`src/design/psv_pkg.sv`:
```
// shared types, codes and constants for the pitched sample playback voice
`timescale 1ns / 1ps

package psv_pkg;

    typedef enum logic [1:0] {
        KIND_NOTE_ON  = 2'd0,
        KIND_NOTE_OFF = 2'd1,
        KIND_TICK     = 2'd2,
        KIND_WRITE    = 2'd3
    } kind_t;

    typedef enum logic [2:0] {
        CFG_ROOT_NOTE      = 3'd0,
        CFG_SAMPLE_LENGTH  = 3'd1,
        CFG_STEREO_SOURCE  = 3'd2,
        CFG_TIGHTNESS      = 3'd3,
        CFG_HARMONIC_BLEND = 3'd4
    } cfg_index_t;

    typedef enum logic [3:0] {
        OP_NONE,
        OP_CHECK,
        OP_LERP_L,
        OP_LERP_R,
        OP_VEL_L,
        OP_VEL_R,
        OP_DIV_L,
        OP_FIX_L,
        OP_DIV_R,
        OP_FIX_R,
        OP_DIV_START,
        OP_SUM,
        OP_LOAD
    } dp_op_t;

    typedef enum logic [3:0] {
        ST_IDLE,
        ST_CHECK,
        ST_LERP_L,
        ST_LERP_R,
        ST_VEL_L,
        ST_VEL_R,
        ST_DIV_L,
        ST_FIX_L,
        ST_DIV_R,
        ST_FIX_R,
        ST_BLEND,
        ST_DIVWAIT,
        ST_SUM,
        ST_DONE
    } state_t;

    typedef struct packed {
        logic   accept;
        dp_op_t op;
    } dp_cmd_t;

    typedef struct packed {
        logic silent;
        logic blend;
        logic div_done;
    } dp_stat_t;

    typedef struct packed {
        kind_t              kind;
        logic [6:0]         note;
        logic [6:0]         velocity;
        logic [16:0]        timing_offset;
        logic [18:0]        sidechain_pitch;
        logic [15:0]        sample_address;
        logic signed [15:0] sample_left;
        logic signed [15:0] sample_right;
    } in_item_t;

    typedef struct packed {
        logic signed [15:0] out_left;
        logic signed [15:0] out_right;
        logic               voice_active;
    } out_item_t;

    localparam logic [16:0] UNIT_Q16     = 17'd65536;
    localparam logic [18:0] SC_MIN       = 19'd320;
    localparam logic [8:0]  NOTE_BIAS    = 9'd132;
    localparam logic [7:0]  ROOT_BIAS    = 8'd63;
    localparam logic [9:0]  DIV12_MUL    = 10'd683;
    localparam int          DIV12_SH     = 13;
    localparam logic [14:0] DIV127_MUL   = 15'd16513;
    localparam int          DIV127_SH    = 21;
    localparam logic [8:0]  ROOT_HZ_MUL  = 9'd440;
    localparam logic [5:0]  OCT_BIAS     = 6'd11;

    function automatic logic [16:0] semitone(input logic [3:0] k);
        logic [16:0] v;
        case (k)
            4'd0:    v = 17'd65536;
            4'd1:    v = 17'd69433;
            4'd2:    v = 17'd73562;
            4'd3:    v = 17'd77936;
            4'd4:    v = 17'd82570;
            4'd5:    v = 17'd87480;
            4'd6:    v = 17'd92682;
            4'd7:    v = 17'd98193;
            4'd8:    v = 17'd104032;
            4'd9:    v = 17'd110218;
            4'd10:   v = 17'd116772;
            4'd11:   v = 17'd123715;
            default: v = 17'd65536;
        endcase
        return v;
    endfunction

    // octave shift, right shifts rounded half up
    function automatic logic [39:0] pitch_shift(input logic [16:0] v,
                                                input logic signed [5:0] sh);
        logic [39:0] w;
        logic [5:0]  n;
        w = 40'(v);
        n = 6'(-sh);
        if (sh >= 0) begin
            return w << sh;
        end
        return (w + (40'd1 << (n - 6'd1))) >> n;
    endfunction

endpackage

```
`src/design/psv_ctrl.sv`:
```
// sequencing state machine for the voice: handshakes and datapath steps
`timescale 1ns / 1ps

module psv_ctrl
    import psv_pkg::*;
(
    input  logic     aclk,
    input  logic     aresetn,
    input  logic     s_valid,
    output logic     s_ready,
    input  kind_t    s_kind,
    output logic     m_valid,
    input  logic     m_ready,
    input  dp_stat_t stat,
    output dp_cmd_t  cmd
);

    state_t state_reg, state_next;
    logic   m_valid_reg, m_valid_next;
    logic   out_free;

    assign out_free = !m_valid_reg || m_ready;
    assign m_valid  = m_valid_reg;

    always_ff @(posedge aclk) begin
        if (!aresetn) begin
            state_reg   <= ST_IDLE;
            m_valid_reg <= 1'b0;
        end else begin
            state_reg   <= state_next;
            m_valid_reg <= m_valid_next;
        end
    end

    always_comb begin
        state_next = state_reg;
        unique case (state_reg)
            ST_IDLE: begin
                if (s_valid && s_kind == KIND_TICK) begin
                    state_next = ST_CHECK;
                end
            end
            ST_CHECK:   state_next = stat.silent ? ST_DONE : ST_LERP_L;
            ST_LERP_L:  state_next = ST_LERP_R;
            ST_LERP_R:  state_next = ST_VEL_L;
            ST_VEL_L:   state_next = ST_VEL_R;
            ST_VEL_R:   state_next = ST_DIV_L;
            ST_DIV_L:   state_next = ST_FIX_L;
            ST_FIX_L:   state_next = ST_DIV_R;
            ST_DIV_R:   state_next = ST_FIX_R;
            ST_FIX_R:   state_next = stat.blend ? ST_BLEND : ST_SUM;
            ST_BLEND:   state_next = ST_DIVWAIT;
            ST_DIVWAIT: begin
                if (stat.div_done) begin
                    state_next = ST_SUM;
                end
            end
            ST_SUM:     state_next = ST_DONE;
            ST_DONE: begin
                if (out_free) begin
                    state_next = ST_IDLE;
                end
            end
            default:    state_next = ST_IDLE;
        endcase
    end

    always_comb begin
        s_ready    = (state_reg == ST_IDLE);
        cmd.accept = s_valid && (state_reg == ST_IDLE);
        cmd.op     = OP_NONE;
        unique case (state_reg)
            ST_IDLE:    cmd.op = OP_NONE;
            ST_CHECK:   cmd.op = OP_CHECK;
            ST_LERP_L:  cmd.op = OP_LERP_L;
            ST_LERP_R:  cmd.op = OP_LERP_R;
            ST_VEL_L:   cmd.op = OP_VEL_L;
            ST_VEL_R:   cmd.op = OP_VEL_R;
            ST_DIV_L:   cmd.op = OP_DIV_L;
            ST_FIX_L:   cmd.op = OP_FIX_L;
            ST_DIV_R:   cmd.op = OP_DIV_R;
            ST_FIX_R:   cmd.op = OP_FIX_R;
            ST_BLEND:   cmd.op = OP_DIV_START;
            ST_DIVWAIT: cmd.op = OP_NONE;
            ST_SUM:     cmd.op = OP_SUM;
            ST_DONE:    cmd.op = out_free ? OP_LOAD : OP_NONE;
            default:    cmd.op = OP_NONE;
        endcase
        if (cmd.op == OP_LOAD) begin
            m_valid_next = 1'b1;
        end else if (m_valid_reg && m_ready) begin
            m_valid_next = 1'b0;
        end else begin
            m_valid_next = m_valid_reg;
        end
    end

`ifndef SYNTH
    a_tick_starts: assert property (@(posedge aclk) disable iff (!aresetn)
        s_valid && s_ready && s_kind == KIND_TICK |=> state_reg == ST_CHECK)
        else $error("accepted tick did not start processing");

    a_div_wait: assert property (@(posedge aclk) disable iff (!aresetn)
        state_reg == ST_DIVWAIT && !stat.div_done |=> state_reg == ST_DIVWAIT)
        else $error("left divide wait early");

    a_load_free: assert property (@(posedge aclk) disable iff (!aresetn)
        cmd.op == OP_LOAD |-> (!m_valid_reg || m_ready))
        else $error("result overwrote a pending transfer");

    a_valid_from_done: assert property (@(posedge aclk) disable iff (!aresetn)
        $rose(m_valid_reg) |-> $past(state_reg == ST_DONE))
        else $error("result raised outside done state");
`endif

endmodule

```
`config.mk`:
```
export PLATFORM = sky130hd
export DESIGN_NAME = psv_ctrl
export DESIGN_NICKNAME = d
export VERILOG_FILES = /design/src/design/psv_pkg.sv /design/src/design/psv_ctrl.sv
export SDC_FILE = /design/constraint.sdc
export NUM_CORES = 1
export LEC_CHECK = 0
export BUFFER_PORTS_ARGS = -buffer_cell sky130_fd_sc_hd__buf_2
export CAP_MARGIN = 20
export CORE_AREA = 2 2 39 41
export CTS_CLUSTER_SIZE = 20
export DETAILED_ROUTE_END_ITERATION = 10
export DIE_AREA = 0 0 41 43
export SLEW_MARGIN = 10
export SYNTH_ARGS = -nofsm -noshare
export SYNTH_HDL_FRONTEND = slang
export SYNTH_SLANG_ARGS = --single-unit
```
`constraint.sdc`:
```
create_clock -name aclk -period 1.45 [get_ports aclk]
set_input_delay 0.3625 -clock aclk [delete_from_list [all_inputs] [get_ports aclk]]
set_output_delay 0.3625 -clock aclk [all_outputs]
set_load 0.02 [all_outputs]
```
==> impl_metrics.toml <==
[run_status]
status = "complete, but fails checks"
violations = "negative setup slack"

[run]
cap_viol_max_count = 0

[routing]
avgRoutedWirePerCell_um = 13.23
drtIter0Drc = 9
ant_nets = 0
drc = 0
vias = 596
drt_wl_total_um = 1495
vias_per_cell = 5.274
dr.pass1.iters = 4

[synthesis]
syn_nets = 73
synth.largest_area_cell = "dfxtp_1"
synth_top_cell_area_share_pct = 22.35
ys_seq_area_share_pct = 22.35
synth_area_leaders = "dfxtp_1, a21oi_1, o21ai_1"
synth_simple_gate_area_share_pct = 32.96
synth.area.mux_share_pct = 0
yosys_register_bits = 5
synth_area_per_cell_sq_um = 6.999
synth_fa_ha_area_share_pct = 0
synth-xor-area-share_pct = 0
yosysWarnings = 0
synth-compound-area-share_pct = 35.75
syn-cell-area_sq_um = 447.9
postSynthCellCount = 64
synth_cell_types = 30
synth_top_family_by_area = "compound AO/OA/AOI/OAI gates"

[final_layout]
drive_gt1_share_pct = 59.79
area_growth_pct = 89.11
n_antenna_cell = 0
nets = 107
largest_register_ffs = 4

[floorplan]
dieWidth_um = 41
initial_core_util_pct = 32.37
die_h_um = 43
dieArea_sq_mm = 0.001763
io_pins = 16
rows = 14
core_area_sq_mm = 0.001384

[worst_setup_path]
worstPathMaxFanout = 4
crit_path_start_kind = "flip-flop"
critPathKind = "reg -> out"
arrival_ps = 1260
crit_path_end_kind = "output pin"
startpoint = "state_reg[1]"
r2r_start = "state_reg[1]"
crit_required_ps = 1090

[clock_network]
clk_pin_slew_ps = 40
htreeDepth = 1
cts-root-buf = "clkbuf_4"
clock_sinks = 5
insertion_delay_ps = 240
cts_inserted_buffers = 3
cts_tree = "done"
cts.path.max_buffers = 2

[worst_hold_path]
min_path_type = "in -> reg"
hp-start = "aresetn"

[sta]
clock_skew_ps = 3.828
fin_tns_setup_ps = -890.5
rsz0062_at_grt = "true"
hold_viol_final = 0
fin_crit_ps = 1620
max_slew_margin_pct = 84.44
timing.fmax_mhz = 617.2
layout_setup_ws_ps = -170.3
max_slew.worst_pin.slew_ps = 231.7
fin_crit_sh_pct = 111.7
drv_slew = 0
setup_viol = 9

[global_routing]
overflow = 0
grt_start_max_net_pins = 14
antenna_found_initial = 0
grt_usage_pct = 18.78
grt_pass1_vias = 503
grt_pass1_wl_um = 2194

[power_and_ir_drop]
power_w = 0.0006551
vdd_drop_max_mv = 0.5951
p_per_area_mw_per_mm2 = 773.4
power_leakage_nw = 0.3656

[placement]
preCtsSetupSlack_ps = 26.13
post-dp-hpwl_um = 976.5
gp_congestion = 0.7362
io_buffer_count = 15
[cells in the final DEF (no fill, tap or decap), drive strengths merged, types with 2 or more instances in the layout]
cell / netlist / layout
nor2b: 3 / 3
o211ai: 2 / 2
buf: 4 / 33
nand2: 7 / 7
dfxtp: 5 / 5
a21oi: 7 / 7
nor3: 2 / 2
inv: 3 / 3
nand2b: 3 / 3
clkbuf: 0 / 4
nor2: 6 / 6
o21ai: 9 / 9
[cells by family (layout without fill, tap and decap cells)]
| group | after synthesis | count (layout) |
|---|---|---|
| DFF | 5 | 5 |
| and+or+nand+nor | 27 | 27 |
| buffers and inverters | 7 | 40 |
| AOI/OAI and AO/OA | 25 | 25 |
[power by group]
part / total, W / leakage, nW / switching (W) / internal, W
logic: 0.000327 / 0.307 / 0.000151 / 0.000177
registers: 0.000170 / 0.0433 / 0.0000219 / 0.000148
clock network: 0.000158 / 0.0150 / 0.0000538 / 0.000104
total: 0.000655 / 0.366 / 0.000226 / 0.000429
[metrics by stage]
| stage | util (%) | cell area (sq um) | hold WS, ps | instances |
|---|---|---|---|---|
| 6_report | 61.21 | 847.1 | 417.5 | 113 |
| 5_1_grt | 61.21 | 847.1 | 422.0 | 113 |
| 4_1_cts | 54.61 | 755.7 | 401.2 | 110 |
| 3_5_place_dp | 44.57 | 616.8 | 571.4 | 101 |
| 3_3_place_gp | 44.57 | 616.8 | 574.2 | 101 |
| 2_1_floorplan | - | 462.9 | 490.7 | 64 |
[repair_timing]
action | CTS | global route
resized for setup | 24 | 24
setup endpoints to repair | 6 | 9
pin swaps | 9 | 10
hold buffers | 0 | 0
buffers inserted | 5 | 4
[layer usage]
layer	vias up	GRT usage [%]	part of all wire (%)
met3	4	1.571	1.7
met2	8	28.75	52
met4	0	14.00	2.2
li1	301	-	-
met5	-	0	0
met1	283	22.83	44
[path summary, 6_finish.rpt]
kind / endpoint / slack [ps] / cells after the start
min reg2reg: state_reg[0] / 670 / 3
max: cmd[4] / -170 / 4
max reg2reg: state_reg[3] / -80 / 7
min: m_valid / 420 / 2
[cell usage after synthesis]
| cell | count |
|---|---|
| buf_4 | 1 |
| nor2_1 | 6 |
| and3_1 | 1 |
| o22ai_1 | 1 |
| o2111ai_1 | 1 |
| nor2b_1 | 3 |
| dfxtp_1 | 5 |
| a211o_1 | 1 |
| inv_2 | 2 |
| or3_1 | 1 |
| or3b_1 | 1 |
| buf_6 | 1 |
| a221oi_2 | 1 |
| nand2b_1 | 3 |
| nand4_1 | 1 |
| a21oi_1 | 7 |
| nor3_2 | 1 |
| buf_2 | 2 |
| a31oi_1 | 1 |
| a22oi_1 | 1 |
| inv_1 | 1 |
| o21ai_1 | 6 |
| o211ai_1 | 1 |
| nand2_1 | 7 |
| o21ai_0 | 3 |
| and2_1 | 1 |
| o211ai_2 | 1 |
| nor4_2 | 1 |
| nor3_1 | 1 |
| o21a_1 | 1 |
[critical path, stage by stage (launching register included)]
cell	delay [ps]
dfxtp_4	370
buf_12	130
nor4_4	230
and2_4	180
buf_6	110
[layout make-up]
cell class,instances,area (sq um)
Fill cell,117,536.8
Tap cell,16,20.02
Inverter,3,21.27
Multi-Input combinational cell,52,371.6
Clock buffer,4,26.28
Timing Repair Buffer,33,295.3
Sequential cell,5,112.6
Power figures use the tool's default switching activity.
